## src/hw/rtl/dwdp_pkg.sv

```systemverilog
`timescale 1ns / 1ps
// ----------------------------------------------------------------------------
// dwdp_pkg
// Shared types and fixed constants of the two-channel wavetable DDS core.
// ----------------------------------------------------------------------------
package dwdp_pkg;

    // field and register widths
    localparam int STEP_W    = 26;
    localparam int WORD_W    = 16;
    localparam int TOP_W     = 16;
    localparam int IN_IDX_W  = 10;
    localparam int ADC_W     = 12;
    localparam int VOL_W     = 5;
    localparam int APB_W     = 32;
    localparam int APB_ADDR_W = 4;

    // phase accumulator, added one byte per cycle
    localparam int PHASE_W      = 32;
    localparam int PHASE_INT_W  = 16;
    localparam int DIGIT_W      = 8;
    localparam int PHASE_DIGITS = PHASE_W / DIGIT_W;
    localparam int PHASE_CNT_W  = $clog2(PHASE_DIGITS);

    // sample times pwm_top, one nibble of pwm_top per cycle
    localparam int MUL_DIGIT_W = 4;
    localparam int MUL_DIGITS  = TOP_W / MUL_DIGIT_W;
    localparam int MUL_CNT_W   = $clog2(MUL_DIGITS);
    localparam int ACC_W       = WORD_W + 1;

    // volume scaling: x * vol / 20 = ((x * vol) >> 2) / 5, and /5 by reciprocal
    localparam int VPROD_W     = WORD_W + VOL_W;
    localparam int QUART_W     = VPROD_W - 2;
    localparam int RECIP_SHIFT = 21;
    localparam logic [QUART_W-1:0] RECIP_FIVE = 19'd419431;

    // volume control
    localparam logic [VOL_W-1:0] VOL_FULL = 5'd20;
    localparam logic [VOL_W-1:0] VOL_HYST = 5'd2;
    localparam logic [ADC_W+2:0] ADC_ROUND = 15'd512;
    localparam int ADC_SHIFT = 10;

    typedef enum logic [1:0] {
        CMD_TICK = 2'd0,
        CMD_LOAD = 2'd1,
        CMD_ADC  = 2'd2
    } dwdp_cmd_t;

    typedef enum logic [1:0] {
        REG_STEP_A  = 2'd0,
        REG_STEP_B  = 2'd1,
        REG_PWM_TOP = 2'd2
    } dwdp_reg_t;

    typedef enum logic [2:0] {
        TS_IDLE,
        TS_PHASE,
        TS_READ,
        TS_SCALE,
        TS_OUT
    } top_state_t;

    typedef enum logic [2:0] {
        PH_IDLE,
        PH_ADD,
        PH_WRAP,
        PH_REDUCE,
        PH_DONE
    } phase_state_t;

    typedef enum logic [2:0] {
        SC_IDLE,
        SC_MUL,
        SC_VOL,
        SC_DIV,
        SC_DONE
    } scale_state_t;

endpackage

```

## src/hw/rtl/dwdp_phase.sv

```systemverilog
`timescale 1ns / 1ps
// ----------------------------------------------------------------------------
// dwdp_phase
// Two phase accumulators added a byte per cycle, wrapped once at the table
// length, then the integer part reduced to a table index by restoring steps.
// ----------------------------------------------------------------------------
module dwdp_phase
    import dwdp_pkg::*;
#(
    parameter int TABLE_DEPTH = 1024,
    localparam int IDX_W = $clog2(TABLE_DEPTH)
) (
    input  logic              aclk,
    input  logic              aresetn,
    input  logic              start,
    input  logic [STEP_W-1:0] step_a,
    input  logic [STEP_W-1:0] step_b,
    output logic              done,
    output logic [IDX_W-1:0]  addr_a,
    output logic [IDX_W-1:0]  addr_b
);

    localparam int DEPTH_BITS = $clog2(TABLE_DEPTH + 1);
    localparam int RED_STEPS  = PHASE_INT_W + 1 - DEPTH_BITS;
    localparam int RED_CNT_W  = $clog2(RED_STEPS);
    localparam logic [PHASE_INT_W-1:0] DEPTH_INT = PHASE_INT_W'(TABLE_DEPTH);
    localparam logic [PHASE_INT_W-1:0] DIV_INIT =
        PHASE_INT_W'(TABLE_DEPTH << (RED_STEPS - 1));

    phase_state_t state_reg, state_next;

    logic [PHASE_W-1:0]     phase_a_reg, phase_a_next;
    logic [PHASE_W-1:0]     phase_b_reg, phase_b_next;
    logic [PHASE_W-1:0]     sa_reg, sa_next;
    logic [PHASE_W-1:0]     sb_reg, sb_next;
    logic                   carry_a_reg, carry_a_next;
    logic                   carry_b_reg, carry_b_next;
    logic [PHASE_CNT_W-1:0] dcnt_reg, dcnt_next;
    logic [PHASE_INT_W-1:0] red_a_reg, red_a_next;
    logic [PHASE_INT_W-1:0] red_b_reg, red_b_next;
    logic [PHASE_INT_W-1:0] div_reg, div_next;
    logic [RED_CNT_W-1:0]   rcnt_reg, rcnt_next;

    logic [DIGIT_W:0]       dsum_a, dsum_b;
    logic [PHASE_INT_W-1:0] hi_a, hi_b, wrap_a, wrap_b;
    logic                   add_last, red_last;

    assign add_last = (dcnt_reg == PHASE_CNT_W'(PHASE_DIGITS - 1));
    assign red_last = (rcnt_reg == RED_CNT_W'(RED_STEPS - 1));

    always_comb begin
        state_next = state_reg;
        unique case (state_reg)
            PH_IDLE:   if (start) state_next = PH_ADD;
            PH_ADD:    if (add_last) state_next = PH_WRAP;
            PH_WRAP:   state_next = PH_REDUCE;
            PH_REDUCE: if (red_last) state_next = PH_DONE;
            PH_DONE:   state_next = PH_IDLE;
            default:   state_next = PH_IDLE;
        endcase
    end

    always_comb begin
        dsum_a = {1'b0, phase_a_reg[DIGIT_W-1:0]} + {1'b0, sa_reg[DIGIT_W-1:0]}
                 + (DIGIT_W + 1)'(carry_a_reg);
        dsum_b = {1'b0, phase_b_reg[DIGIT_W-1:0]} + {1'b0, sb_reg[DIGIT_W-1:0]}
                 + (DIGIT_W + 1)'(carry_b_reg);
        hi_a   = phase_a_reg[PHASE_W-1 -: PHASE_INT_W];
        hi_b   = phase_b_reg[PHASE_W-1 -: PHASE_INT_W];
        wrap_a = (hi_a >= DEPTH_INT) ? hi_a - DEPTH_INT : hi_a;
        wrap_b = (hi_b >= DEPTH_INT) ? hi_b - DEPTH_INT : hi_b;

        phase_a_next = phase_a_reg;
        phase_b_next = phase_b_reg;
        sa_next      = sa_reg;
        sb_next      = sb_reg;
        carry_a_next = carry_a_reg;
        carry_b_next = carry_b_reg;
        dcnt_next    = dcnt_reg;
        red_a_next   = red_a_reg;
        red_b_next   = red_b_reg;
        div_next     = div_reg;
        rcnt_next    = rcnt_reg;

        unique case (state_reg)
            PH_IDLE: begin
                sa_next      = PHASE_W'(step_a);
                sb_next      = PHASE_W'(step_b);
                carry_a_next = 1'b0;
                carry_b_next = 1'b0;
                dcnt_next    = '0;
            end
            PH_ADD: begin
                // rotate the sum byte in at the top, low byte first
                phase_a_next = {dsum_a[DIGIT_W-1:0], phase_a_reg[PHASE_W-1:DIGIT_W]};
                phase_b_next = {dsum_b[DIGIT_W-1:0], phase_b_reg[PHASE_W-1:DIGIT_W]};
                sa_next      = sa_reg >> DIGIT_W;
                sb_next      = sb_reg >> DIGIT_W;
                carry_a_next = dsum_a[DIGIT_W];
                carry_b_next = dsum_b[DIGIT_W];
                dcnt_next    = dcnt_reg + 1'b1;
            end
            PH_WRAP: begin
                phase_a_next = {wrap_a, phase_a_reg[PHASE_W-PHASE_INT_W-1:0]};
                phase_b_next = {wrap_b, phase_b_reg[PHASE_W-PHASE_INT_W-1:0]};
                red_a_next   = wrap_a;
                red_b_next   = wrap_b;
                div_next     = DIV_INIT;
                rcnt_next    = '0;
            end
            PH_REDUCE: begin
                if (red_a_reg >= div_reg) red_a_next = red_a_reg - div_reg;
                if (red_b_reg >= div_reg) red_b_next = red_b_reg - div_reg;
                div_next  = div_reg >> 1;
                rcnt_next = rcnt_reg + 1'b1;
            end
            PH_DONE: begin
            end
            default: begin
            end
        endcase
    end

    always_comb begin
        done   = (state_reg == PH_DONE);
        addr_a = red_a_reg[IDX_W-1:0];
        addr_b = red_b_reg[IDX_W-1:0];
    end

    always_ff @(posedge aclk) begin
        if (!aresetn) begin
            state_reg   <= PH_IDLE;
            phase_a_reg <= '0;
            phase_b_reg <= '0;
        end else begin
            state_reg   <= state_next;
            phase_a_reg <= phase_a_next;
            phase_b_reg <= phase_b_next;
        end
    end

    always_ff @(posedge aclk) begin
        sa_reg      <= sa_next;
        sb_reg      <= sb_next;
        carry_a_reg <= carry_a_next;
        carry_b_reg <= carry_b_next;
        dcnt_reg    <= dcnt_next;
        red_a_reg   <= red_a_next;
        red_b_reg   <= red_b_next;
        div_reg     <= div_next;
        rcnt_reg    <= rcnt_next;
    end

endmodule

```

## config.mk

```make
export PLATFORM = sky130hd
export DESIGN_NAME = dwdp_phase
export DESIGN_NICKNAME = d
export VERILOG_FILES = /design/src/hw/rtl/dwdp_pkg.sv /design/src/hw/rtl/dwdp_phase.sv
export SDC_FILE = /design/constraint.sdc
export NUM_CORES = 1
export LEC_CHECK = 0
export BUFFER_PORTS_ARGS = -buffer_cell sky130_fd_sc_hd__buf_2
export CAP_MARGIN = 20
export CELL_PAD_IN_SITES_DETAIL_PLACEMENT = 1
export CELL_PAD_IN_SITES_GLOBAL_PLACEMENT = 1
export CORE_ASPECT_RATIO = 1.25
export CORE_UTILIZATION = 40
export CTS_CLUSTER_DIAMETER = 40
export CTS_CLUSTER_SIZE = 8
export DETAILED_ROUTE_END_ITERATION = 10
export PLACE_DENSITY_LB_ADDON = 0.1
export SLEW_MARGIN = 25
export SYNTH_ARGS = -nofsm -noshare
export SYNTH_HDL_FRONTEND = slang
export SYNTH_SLANG_ARGS = --single-unit
```

## constraint.sdc

```tcl
create_clock -name aclk -period 8.3 [get_ports aclk]
set_clock_uncertainty 0.05 [all_clocks]
set_input_delay 1.245 -clock aclk [delete_from_list [all_inputs] [get_ports aclk]]
set_output_delay 1.245 -clock aclk [all_outputs]
set_load 0.03 [all_outputs]
```

==> impl_metrics.csv <==
group,metric,value,unit
floorplanning,die_h,175,um
grt,grt_first_pass_wirelength,37800,um
setup_path,cp.arrival,3440,ps
routing,avgViaCountPerCell,5.33,
floorplanning,die_x,140,um
routing,drtIter0Drc,296,
clock_tree,cts_resized,0,
synth,synth-edff-count,107,
clock_tree,cts.sinks,174,
setup_path,worstPathRequired,8320,ps
setup_path,max_stage_delay,680,ps
timing,post-route-period-util,0.412,
timing,fin_tns_setup,0,ps
clock_tree,ctsHoldBuffers,0,
setup_path,cp-end-kind,"register",
setup_path,worstSetupPathType,"register to register",
final_layout,fin_area,10600,sq um
clock_tree,cts.path.max_buffers,2,
final_layout,area_growth,11.0,%
synth,yosysTopAreaCellShare,0.337,
timing,tightestPinTransition,976,ps
setup_path,cp_max_fo,16,
routing,routedWlPerCell,16.7,um
synth,async_reset_ff_frac,0,
setup_path,critPathSlowestCell,"o21a_1",
power_and_ir_drop,ir_drop,152,uV
hold_path,hp-class,"register to register",
timing,relSlewSlack,0.349,
routing,drcViolationCount,0,
routing,dr.pass1.iters,4,
clock_tree,cts_buffers,17,
final_layout,antennaDiodeCount,0,
synth,yosysUniqueCellTypes,67,
routing,vias,7205,
synth,yosysTopAreaCell,"edfxtp_1",
setup_path,start_kind,"register",
grt,first_global_vias,7424,
timing,hold_viol,0,
synth,synth_area_leaders,"edfxtp_1 34%, dfxtp_1 14%, nand2_1 10%",
status,status,"finished, final reports clean",
power_and_ir_drop,power_density,188,nW/um^2
timing,finalCriticalPeriod,3420,ps
clock_tree,root_buffer,"clkbuf_16",
clock_tree,postCtsSetupRepairBufs,0,
routing,drt_wl_total,22600,um
synth,avgSynthCellArea,9.41,sq um
timing,setup_viol,0,
grt,grt_overflow,0,
synth,yosysWarnings,0,
final_layout,drive_above_1_share,0.127,
clock_tree,cts.clk_slew.worst_paths,70,ps
timing,rsz0062_at_grt,"no",
clock_tree,clk_latency,440,ps
clock_tree,cts_tree,"built",
place,dp.final_hpwl,16000,um
floorplanning,dieArea,24500,sq um
flow_run,timing.max_cap.violations,0,
floorplanning,rows,62,
routing,ant_nets,0,
synth,ys.flop_type,"edfxtp_1",
timing,fmax,0.292,GHz
final_layout,instances_no_fill,1352,
final_layout,nNetsFinal,1165,
synth,ys_ff_latch,174,
clock_tree,h-tree-depth,4,
final_layout,final_util,0.457,
grt,track_usage,0.195,
floorplanning,core,23200,sq um
timing,hold_ws,422,ps
place,gp_congestion,0.822,
place,io_buffers,75,
timing,drv_slew,0,
place,dp_cells,1320,
synth,ys_seq_area_frac,0.477,
synth,netlist_area,9540,sq um
power_and_ir_drop,p_leak,0.00430,uW
synth,postSynthCellCount,1014,
floorplanning,io_pins,76,
grt,antenna_found_initial,0,
floorplanning,initial_core_util,0.411,
setup_path,r2r_slack,4880,ps
synth,syn_nets,1128,
setup_path,worstPathCellList,"ha_1 -> fa_1 -> nor2b_1 -> o211ai_1 -> a21boi_0 -> o221ai_1 -> o31ai_1 -> o21a_1",
grt,grt_max_degree,77,
place,placed_area,10000,sq um
metal layers:
layer	GRT usage	vias up	part of all wire	wire length (um)
met1	0.247	3453	0.47	10600
met4	0.0696	0	0.022	501
met3	0.0326	29	0.028	626
met2	0.336	112	0.48	11000
li1	-	3611	-	-
met5	0	-	0	0
cell families after synthesis:
| family | after synthesis | synth area share |
|---|---|---|
| AOI/OAI and AO/OA | 232 | 0.166 |
| xor gates and xnor gates | 36 | 0.0330 |
| adders and majority gates | 59 | 0.0821 |
| buffers and inverters | 101 | 0.0485 |
| DFF | 174 | 0.477 |
| muxes | 1 | 0.00105 |
| and+or+nand+nor | 411 | 0.192 |
critical path, delay by kind of cell (launching register included):
| family | cells | cell delay (ps) |
|---|---|---|
| AOI/OAI and AO/OA | 5 | 1750 |
| adders and majority gates | 2 | 650 |
| DFF | 1 | 440 |
| and+or+nand+nor | 1 | 160 |
worst paths after layout:
kind / from / endpoint / depth (start not counted)
worst max-delay path: div_reg[0] / red_a_reg[0] / 8
worst min-delay path: phase_b_reg[8] / phase_b_reg[0] / 2
worst max register to register: div_reg[0] / red_a_reg[0] / 8
worst min register to register: phase_b_reg[8] / phase_b_reg[0] / 2
where the power goes:
| part | internal [uW] | switching, uW |
|---|---|---|
| logic | 91.8 | 126 |
| clock network | 417 | 361 |
| registers | 964 | 27.1 |
cells in the final DEF, fill, tap and decap left out, types with 17 or more instances in the layout:
master     count
buf_2         75
dfxtp_1       67
edfxtp_1     107
o21ai_0       45
inv_1         36
nor2_1        44
a21boi_0      54
a21oi_1       39
ha_1          53
nand2_1      257
clkbuf_16     17
xnor2_1       23
and2_1        17
through the flow:
stage                     power (uW)  setup WS, ps
after floorplan                 1170          4070
after global placement          1230          4990
after detailed placement        1230          4900
after CTS                       2020          4870
after global routing            2080          4740
final                           1990          4880
cell usage after synthesis, types with 3 or more instances:
cell        n
o31ai_1     8
o21a_1     12
nand3_1    11
a31oi_1     5
nand3b_1    3
buf_4      20
o211ai_1    8
nor2b_1    14
dfxtp_1    67
nand4_1     4
xor2_1     13
a311oi_1    3
buf_1       4
a221oi_1    3
o211a_1     4
nor2_1     45
and2_1     18
or3_1       3
a21boi_0   54
a211oi_1    6
nand2b_1   12
o21ai_0    45
o21bai_1    3
and3_1      8
a21oi_1    39
inv_1      37
ha_1       53
edfxtp_1  107
nor3b_1     4
nor3_1     13
a31o_2      3
a32oi_1     3
fa_1        6
a21o_1     13
a211o_1     5
nand2_1   258
clkbuf_1   38
xnor2_1    23
nor4_1      4
area by class of cell:
cell class | instances | area [sq um]
multi-input combinational | 739 | 4550
inverter | 37 | 139
clock inverter | 15 | 138
tap | 288 | 360
sequential | 174 | 4550
timing repair buffer | 82 | 428
clock buffer | 17 | 425
fill | 2694 | 12600
Note: power is estimated with default switching activity, not from simulation.
