## config.mk

```make
export PLATFORM = sky130hd
export DESIGN_NAME = dwdp_scale
export DESIGN_NICKNAME = d
export VERILOG_FILES = /design/src/hw/rtl/dwdp_pkg.sv /design/src/hw/rtl/dwdp_scale.sv
export SDC_FILE = /design/constraint.sdc
export NUM_CORES = 1
export LEC_CHECK = 0
export BUFFER_PORTS_ARGS = -buffer_cell sky130_fd_sc_hd__buf_4
export CORE_UTILIZATION = 35
export CTS_CLUSTER_DIAMETER = 40
export DETAILED_ROUTE_END_ITERATION = 12
export PLACE_DENSITY = 0.57
export SLEW_MARGIN = 20
export SYNTH_ARGS = -nofsm -noshare
export SYNTH_HDL_FRONTEND = slang
export SYNTH_SLANG_ARGS = --single-unit
```

## constraint.sdc

```tcl
create_clock -name aclk -period 6.63 [get_ports aclk]
set_input_delay 0.3315 -clock aclk [delete_from_list [all_inputs] [get_ports aclk]]
set_output_delay 0.3315 -clock aclk [all_outputs]
set_load 0.02 [all_outputs]
```

## src/hw/rtl/dwdp_pkg.sv

```systemverilog
`timescale 1ns / 1ps
// ----------------------------------------------------------------------------
// dwdp_pkg
// Shared types and fixed constants of the two-channel wavetable DDS core.
// ----------------------------------------------------------------------------
package dwdp_pkg;

    // field and register widths
    localparam int STEP_W    = 26;
    localparam int WORD_W    = 16;
    localparam int TOP_W     = 16;
    localparam int IN_IDX_W  = 10;
    localparam int ADC_W     = 12;
    localparam int VOL_W     = 5;
    localparam int APB_W     = 32;
    localparam int APB_ADDR_W = 4;

    // phase accumulator, added one byte per cycle
    localparam int PHASE_W      = 32;
    localparam int PHASE_INT_W  = 16;
    localparam int DIGIT_W      = 8;
    localparam int PHASE_DIGITS = PHASE_W / DIGIT_W;
    localparam int PHASE_CNT_W  = $clog2(PHASE_DIGITS);

    // sample times pwm_top, one nibble of pwm_top per cycle
    localparam int MUL_DIGIT_W = 4;
    localparam int MUL_DIGITS  = TOP_W / MUL_DIGIT_W;
    localparam int MUL_CNT_W   = $clog2(MUL_DIGITS);
    localparam int ACC_W       = WORD_W + 1;

    // volume scaling: x * vol / 20 = ((x * vol) >> 2) / 5, and /5 by reciprocal
    localparam int VPROD_W     = WORD_W + VOL_W;
    localparam int QUART_W     = VPROD_W - 2;
    localparam int RECIP_SHIFT = 21;
    localparam logic [QUART_W-1:0] RECIP_FIVE = 19'd419431;

    // volume control
    localparam logic [VOL_W-1:0] VOL_FULL = 5'd20;
    localparam logic [VOL_W-1:0] VOL_HYST = 5'd2;
    localparam logic [ADC_W+2:0] ADC_ROUND = 15'd512;
    localparam int ADC_SHIFT = 10;

    typedef enum logic [1:0] {
        CMD_TICK = 2'd0,
        CMD_LOAD = 2'd1,
        CMD_ADC  = 2'd2
    } dwdp_cmd_t;

    typedef enum logic [1:0] {
        REG_STEP_A  = 2'd0,
        REG_STEP_B  = 2'd1,
        REG_PWM_TOP = 2'd2
    } dwdp_reg_t;

    typedef enum logic [2:0] {
        TS_IDLE,
        TS_PHASE,
        TS_READ,
        TS_SCALE,
        TS_OUT
    } top_state_t;

    typedef enum logic [2:0] {
        PH_IDLE,
        PH_ADD,
        PH_WRAP,
        PH_REDUCE,
        PH_DONE
    } phase_state_t;

    typedef enum logic [2:0] {
        SC_IDLE,
        SC_MUL,
        SC_VOL,
        SC_DIV,
        SC_DONE
    } scale_state_t;

endpackage

```

## src/hw/rtl/dwdp_scale.sv

```systemverilog
`timescale 1ns / 1ps
// ----------------------------------------------------------------------------
// dwdp_scale
// Average two samples, scale by pwm_top/65536 a nibble per cycle, then apply
// the volume level in twentieths.
// ----------------------------------------------------------------------------
module dwdp_scale
    import dwdp_pkg::*;
(
    input  logic              aclk,
    input  logic              aresetn,
    input  logic              start,
    input  logic [WORD_W-1:0] word_a,
    input  logic [WORD_W-1:0] word_b,
    input  logic [TOP_W-1:0]  pwm_top,
    input  logic [VOL_W-1:0]  volume,
    output logic              done,
    output logic [WORD_W-1:0] duty
);

    localparam int PART_W = WORD_W + MUL_DIGIT_W;
    localparam int SUM_W  = PART_W + 1;
    localparam int QPROD_W = 2 * QUART_W;

    scale_state_t state_reg, state_next;

    logic [WORD_W-1:0]    samp_reg, samp_next;
    logic [TOP_W-1:0]     top_sh_reg, top_sh_next;
    logic [ACC_W-1:0]     acc_reg, acc_next;
    logic [MUL_CNT_W-1:0] cnt_reg, cnt_next;
    logic [VPROD_W-1:0]   vprod_reg, vprod_next;
    logic [WORD_W-1:0]    duty_reg, duty_next;

    logic [WORD_W:0]      pair_sum;
    logic [PART_W-1:0]    part;
    logic [SUM_W-1:0]     acc_sum;
    logic [QPROD_W-1:0]   qprod;
    logic                 mul_last;

    assign mul_last = (cnt_reg == MUL_CNT_W'(MUL_DIGITS - 1));

    always_comb begin
        state_next = state_reg;
        unique case (state_reg)
            SC_IDLE: if (start) state_next = SC_MUL;
            SC_MUL:  if (mul_last) state_next = SC_VOL;
            SC_VOL:  state_next = SC_DIV;
            SC_DIV:  state_next = SC_DONE;
            SC_DONE: state_next = SC_IDLE;
            default: state_next = SC_IDLE;
        endcase
    end

    always_comb begin
        pair_sum = {1'b0, word_a} + {1'b0, word_b};
        part     = PART_W'(samp_reg) * PART_W'(top_sh_reg[MUL_DIGIT_W-1:0]);
        acc_sum  = SUM_W'(acc_reg) + SUM_W'(part);
        qprod    = QPROD_W'(vprod_reg[VPROD_W-1:2]) * QPROD_W'(RECIP_FIVE);

        samp_next   = samp_reg;
        top_sh_next = top_sh_reg;
        acc_next    = acc_reg;
        cnt_next    = cnt_reg;
        vprod_next  = vprod_reg;
        duty_next   = duty_reg;

        unique case (state_reg)
            SC_IDLE: begin
                samp_next   = pair_sum[WORD_W:1];
                top_sh_next = pwm_top;
                acc_next    = '0;
                cnt_next    = '0;
            end
            SC_MUL: begin
                // drop the low nibble each step; four steps leave product >> 16
                acc_next    = acc_sum[SUM_W-1:MUL_DIGIT_W];
                top_sh_next = top_sh_reg >> MUL_DIGIT_W;
                cnt_next    = cnt_reg + 1'b1;
            end
            SC_VOL: begin
                vprod_next = VPROD_W'(acc_reg[WORD_W-1:0]) * VPROD_W'(volume);
            end
            SC_DIV: begin
                duty_next = qprod[RECIP_SHIFT +: WORD_W];
            end
            SC_DONE: begin
            end
            default: begin
            end
        endcase
    end

    always_comb begin
        done = (state_reg == SC_DONE);
        duty = duty_reg;
    end

    always_ff @(posedge aclk) begin
        if (!aresetn) begin
            state_reg <= SC_IDLE;
        end else begin
            state_reg <= state_next;
        end
    end

    always_ff @(posedge aclk) begin
        samp_reg   <= samp_next;
        top_sh_reg <= top_sh_next;
        acc_reg    <= acc_next;
        cnt_reg    <= cnt_next;
        vprod_reg  <= vprod_next;
        duty_reg   <= duty_next;
    end

endmodule

```

==> flow_summary.toml, run 1 <==
[run_status]
status = "finished clean"

[cts]
cts_max_path_buffers = 2
cts_hold_buf = 0
cts_sinks = 89
numCtsBuffers = 9
insertion_delay_ps = 380
root_buffer = "clkbuf_16"
clk_pin_slew_worst_paths_ps = 80
cts_resized = 0
post-cts-setup-buffer-count = 0
htree_num_levels = 3
cts_tree = "done"

[synth]
synth_edf_count = 86
ys_seq_elements = 89
synth_top_area_cell = "fa_1"
synth_cells = 1486
avgSynthCellArea_um2 = 9.92
async_reset_ff_share_pct = 0
syn_nets = 1985
post-synth-top-area-fraction_pct = 29.1
synth.area.top_cells = "fa_1 (29%), ha_1 (19%), edfxtp_1 (18%)"
yosysWarnings = 0
ys_seq_area_share_pct = 17.9
synth_area_mm2 = 0.0147
ys_types = 66
synth_ff_type = "edfxtp_1"

[grt]
grt_pass1_vias = 10700
grt_pass1_wl_um = 52300
grt_antenna_before_repair = 0
grt.overflow.total = 0
grt_max_degree = 39
grt_usage_pct = 15.1

[setup_path]
cp.required_ps = 6770
r2r-end = "duty[13]$_DFFE_PP_"
startpoint_type = "flip-flop"
arrival_ps = 6230
cp_max_fo = 7
r2r_setup_slack_ps = 530
critPathCaptureType = "flip-flop"
critPathKind = "reg2reg"
reg2reg_depth = 18
worstReg2RegStart = "vprod_reg[4]$_DFFE_PP_"

[worst_hold_path]
hold_path.class = "in2reg"
hp-start = "start"
worstHoldEndpoint = "state_reg[0]$_SDFFE_PN0P_"
worstHoldPathCells = 2

[finish]
layout.nets = 2049
final_core_util_pct = 39.4
drive_gt1_share_pct = 7.46
n_fill_cell = 4031
multiInputGateArea_mm2 = 0.0109
largest_reg_flops = 19
antenna_cells = 0
areaGrowthSynthToFinish_pct = 10.1
seqCellArea_mm2 = 0.00264

[die]
die_h_um = 207
core_area_mm2 = 0.0412
start_util_pct = 35.8
die_w_um = 207
die_area_mm2 = 0.0429
fp-row-count = 74
ios = 73

[placed_design]
gp_congestion = 0.911
io_buffers = 72
dp_slack_ps = 565
hpwl_um = 27500

[power]
p_total_mw = 4.01
p_leak_nw = 8.35
vdd_drop_max_mv = 0.148
powerDensity_mw_per_mm2 = 247

[sta]
tns_ps = 0
setup_viol = 0
max_slew_margin_pct = 45.5
clock_skew_ps = 19.6
grt_setup_unrepaired = "no"
post-route-period-util_pct = 92.0
period_needed_ps = 6100
tightest_slew_ps = 817
slew_viol_final = 0
hold_viol_final = 0
fin_hold_ws_ps = 188
fmax_mhz = 164
layout_setup_ws_ps = 532

[drt]
via_count = 9982
routedWlPerCell_um = 14.9
ant_nets = 0
vias_per_cell = 4.78
drc = 0
drtIter0Drc = 316
drt_pass1_iterations = 4
wirelength_um = 31200

[run]
drv_cap = 0
worst max-delay path, cell delays in order (launching register included):
cell and delay [ps]:
edfxtp_1 540, ha_1 440, xor2_1 210, ha_1 230
or2_2 330, fa_1 540, fa_1 440, fa_1 490
inv_1 50, fa_1 470, inv_1 40, ha_1 390
and3_1 250, nand2_1 120, nor2_1 140, nand4_2 180
a2111oi_4 500, o221ai_2 140, a311o_1 360
power breakdown:
group | switching (mW) | total, mW | internal (mW)
clock network | 0.266 | 0.534 | 0.268
logic | 1.46 | 2.61 | 1.15
registers | 0.0971 | 0.870 | 0.773
cell usage in the layout (no fill, tap or decap), drive strengths merged, types with 7 or more instances in the layout:
cell type  synthesis  routed
clkbuf            21       9
xnor2             43      43
and2              74      74
nor3               7       7
nand2b             7       7
edfxtp            86      86
a21oi             62      62
xor2              28      28
nor2b             11      11
o21ai             33      33
and3              10      10
ha               229     229
nor2              47      47
nand2            155     155
o21bai             8       8
nand3             14      14
nand4              8       8
a21o              33      33
a31oi             12      12
fa               214     214
inv              308     312
buf                1      75
synth_stat cells, types with 12 or more instances:
cell,n
ha_1,229
a21oi_1,61
fa_1,214
a31oi_1,12
xor2_1,28
nand2_1,155
and2_1,73
xnor2_1,43
edfxtp_1,86
a21o_1,33
nor2_1,46
nand3_1,13
inv_1,308
clkbuf_1,21
o21ai_0,31
worst max-delay path by stage:
stage / startpoint / end / slack, ps / depth (start not counted)
floorplan: vprod_reg[4]$_DFFE_PP_ / duty[13]$_DFFE_PP_ / 1210 / 18
global placement: vprod_reg[4]$_DFFE_PP_ / duty[13]$_DFFE_PP_ / 510 / 18
detailed placement: vprod_reg[4]$_DFFE_PP_ / duty[13]$_DFFE_PP_ / 560 / 18
CTS: vprod_reg[4]$_DFFE_PP_ / duty[13]$_DFFE_PP_ / 550 / 18
global route: vprod_reg[4]$_DFFE_PP_ / duty[13]$_DFFE_PP_ / 260 / 18
finish: vprod_reg[4]$_DFFE_PP_ / duty[13]$_DFFE_PP_ / 530 / 18
per-layer routing:
layer	track usage, %	part of all wire, %
met1	18.6	45
met2	27.5	51
met3	2.17	2.4
met4	4.04	1.7
met5	0	0
cell type report:
type                            count  area share (%)
Tap cell                          532            4.10
Inverter                          308            7.13
Timing Repair Buffer               75            3.59
Multi-Input combinational cell   1067            67.0
Clock buffer                        9            1.39
Clock inverter                      7           0.486
Sequential cell                    89            16.3
kinds of logic (layout without fill, tap and decap cells):
group,Yosys count,after routing,synth area share [%]
mux,2,2,0.136
fa+ha+maj,443,443,48.5
flops,89,89,17.9
xor+xnor,71,71,4.22
buf+inv,330,399,8.41
compound gates,201,201,9.17
simple gates,350,350,11.6
stage by stage:
step                std cells  cell area [um^2]
floorplan                1486             14700
global placement         2070             15900
detailed placement       2070             15900
CTS                      2086             16200
global route             2087             16200
finish                   2087             16200
(Power assumes the default switching activity.)
==> run 2, diff against run 1 <==
CORE_MARGIN = 5   (was unset)
==> run 2 against run 1 <==
  * Clock skew is 9.9 ps lower
  * Clock power is 3% higher
  * Routed wire length is 0.28% higher
  * Sequential cell count stayed put
  * Worst hold slack better by 6.6 ps
  * Cell area hardly changed
  * Total power is 0.61% higher
  * Non-clock buffer count stayed put
  * First-iteration DRC count is 7.0% higher
  * Maximum frequency is 0.63% lower
  * Core utilization is 0.54 points lower
  * Register-to-register slack worse by 40 ps
  * Critical endpoint unchanged
==> flow_summary.toml, run 2 (synthesized netlist as in run 1, its figures left out) <==
[cts]
cts_max_path_buffers = 2
cts_tree = "done"
cts_hold_buf = 0
insertion_delay_ps = 370
root_buffer = "clkbuf_16"
numCtsBuffers = 9
cts_sinks = 89
cts_resized = 0
post-cts-setup-buffer-count = 0
htree_num_levels = 3
clk_pin_slew_worst_paths_ps = 70

[grt]
grt_antenna_before_repair = 0
grt_pass1_wl_um = 52900
grt_max_degree = 39
grt.overflow.total = 0
grt_pass1_vias = 10700
grt_usage_pct = 13.9

[finish]
layout.nets = 2049
seqCellArea_mm2 = 0.00264
final_cell_mix = "inv_1 (308), ha_1 (229), fa_1 (214)"
antenna_cells = 0
final_common_cell = "inv_1"
n_fill_cell = 4085
multiInputGateArea_mm2 = 0.0109
final_core_util_pct = 38.8
drive_gt1_share_pct = 7.40
largest_reg_flops = 19
areaGrowthSynthToFinish_pct = 10.1

[setup_path]
critPathKind = "reg2reg"
arrival_ps = 6260
cp_max_fo = 7
cp_slowest_cell = "fa_1"
r2r_setup_slack_ps = 490
endpoint = "duty[13]$_DFFE_PP_"
r2r-end = "duty[13]$_DFFE_PP_"
crit_chain = "ha_1 > xor2_1 > ha_1 > or2_2 > fa_1 > fa_1 > fa_1 > inv_1 > fa_1 > inv_1 > ha_1 > and3_1 > nand2_1 > nor2_1 > nand4_2 > a2111oi_4 > o221ai_2 > a311o_1"
critPathCaptureType = "flip-flop"
cp.depth = 18
startpoint_type = "flip-flop"
cp_top_family = "adder cells"
worstReg2RegStart = "vprod_reg[4]$_DFFE_PP_"
cp.required_ps = 6750
crit_top_cell = "fa_1"
slowest_delay_ps = 550
cp-startpoint = "vprod_reg[4]$_DFFE_PP_"
critPathBufInv = 2
reg2reg_depth = 18

[sta]
clock_skew_ps = 9.66
fin_hold_ws_ps = 195
post-route-period-util_pct = 92.6
tns_ps = 0
max_slew_margin_pct = 31.9
layout_setup_ws_ps = 493
tightest_slew_ps = 1020
grt_setup_unrepaired = "no"
period_needed_ps = 6140
fmax_mhz = 163
slew_viol_final = 0
hold_viol_final = 0
setup_viol = 0

[die]
die_area_mm2 = 0.0463
core_area_mm2 = 0.0418
fp-row-count = 75
ios = 73
die_h_um = 215
die_w_um = 215
start_util_pct = 35.3

[placed_design]
gp_congestion = 0.935
io_buffers = 72
hpwl_um = 27800
dp_slack_ps = 496

[worst_hold_path]
worstHoldPathCells = 2
hold_path.class = "in2reg"

[drt]
wirelength_um = 31300
drtIter0Drc = 338
via_count = 9893
routedWlPerCell_um = 14.9
ant_nets = 0
drt_pass1_iterations = 7
drc = 0
vias_per_cell = 4.72

[run]
drv_cap = 0

[power]
vdd_drop_max_mv = 0.151
p_leak_nw = 8.34
powerDensity_mw_per_mm2 = 249

[run_status]
status = "finished clean"
==> run 2: per-stage QoR <==
step           cells  cell area, um^2  power (mW)
2_1_floorplan   1486            14700        2.96
3_3_place_gp    2078            15900        3.46
3_5_place_dp    2078            15900        3.51
4_1_cts         2094            16200        4.09
5_1_grt         2094            16200        4.49
6_report        2094            16200        4.04
==> run 2: worst min-delay path by stage <==
stage / from / endpoint / slack, ps
CTS: start / state_reg[0]$_SDFFE_PN0P_ / 170
finish: start / state_reg[0]$_SDFFE_PN0P_ / 190
detailed placement: top_sh_reg[5]$_DFFE_PN_ / top_sh_reg[1]$_DFFE_PN_ / 500
global placement: top_sh_reg[4]$_DFFE_PN_ / top_sh_reg[0]$_DFFE_PN_ / 490
floorplan: start / state_reg[0]$_SDFFE_PN0P_ / 480
global route: start / state_reg[0]$_SDFFE_PN0P_ / 190
==> run 2: cell type report <==
cell class                 count  share of cell area (%)
multi-input combinational   1067                    67.0
sequential                    89                    16.3
inverter                     308                    7.13
tap                          539                    4.16
timing repair buffer          75                    3.47
clock buffer                   9                    1.39
clock inverter                 7                   0.532
==> run 2: routing by layer <==
layer,GRT usage [%],routed length [um],part of all wire (%)
met1,16.9,13800,44
met2,25.8,16200,52
met3,2.10,634,2.0
met4,3.11,564,1.8
met5,0,0,0
==> run 2: power by group <==
group,total [mW],switching [mW],internal [mW],leakage (nW)
combinational,2.62,1.47,1.15,7.29
clock,0.548,0.246,0.302,0.156
sequential,0.870,0.0971,0.773,0.903
total,4.04,1.81,2.22,8.34
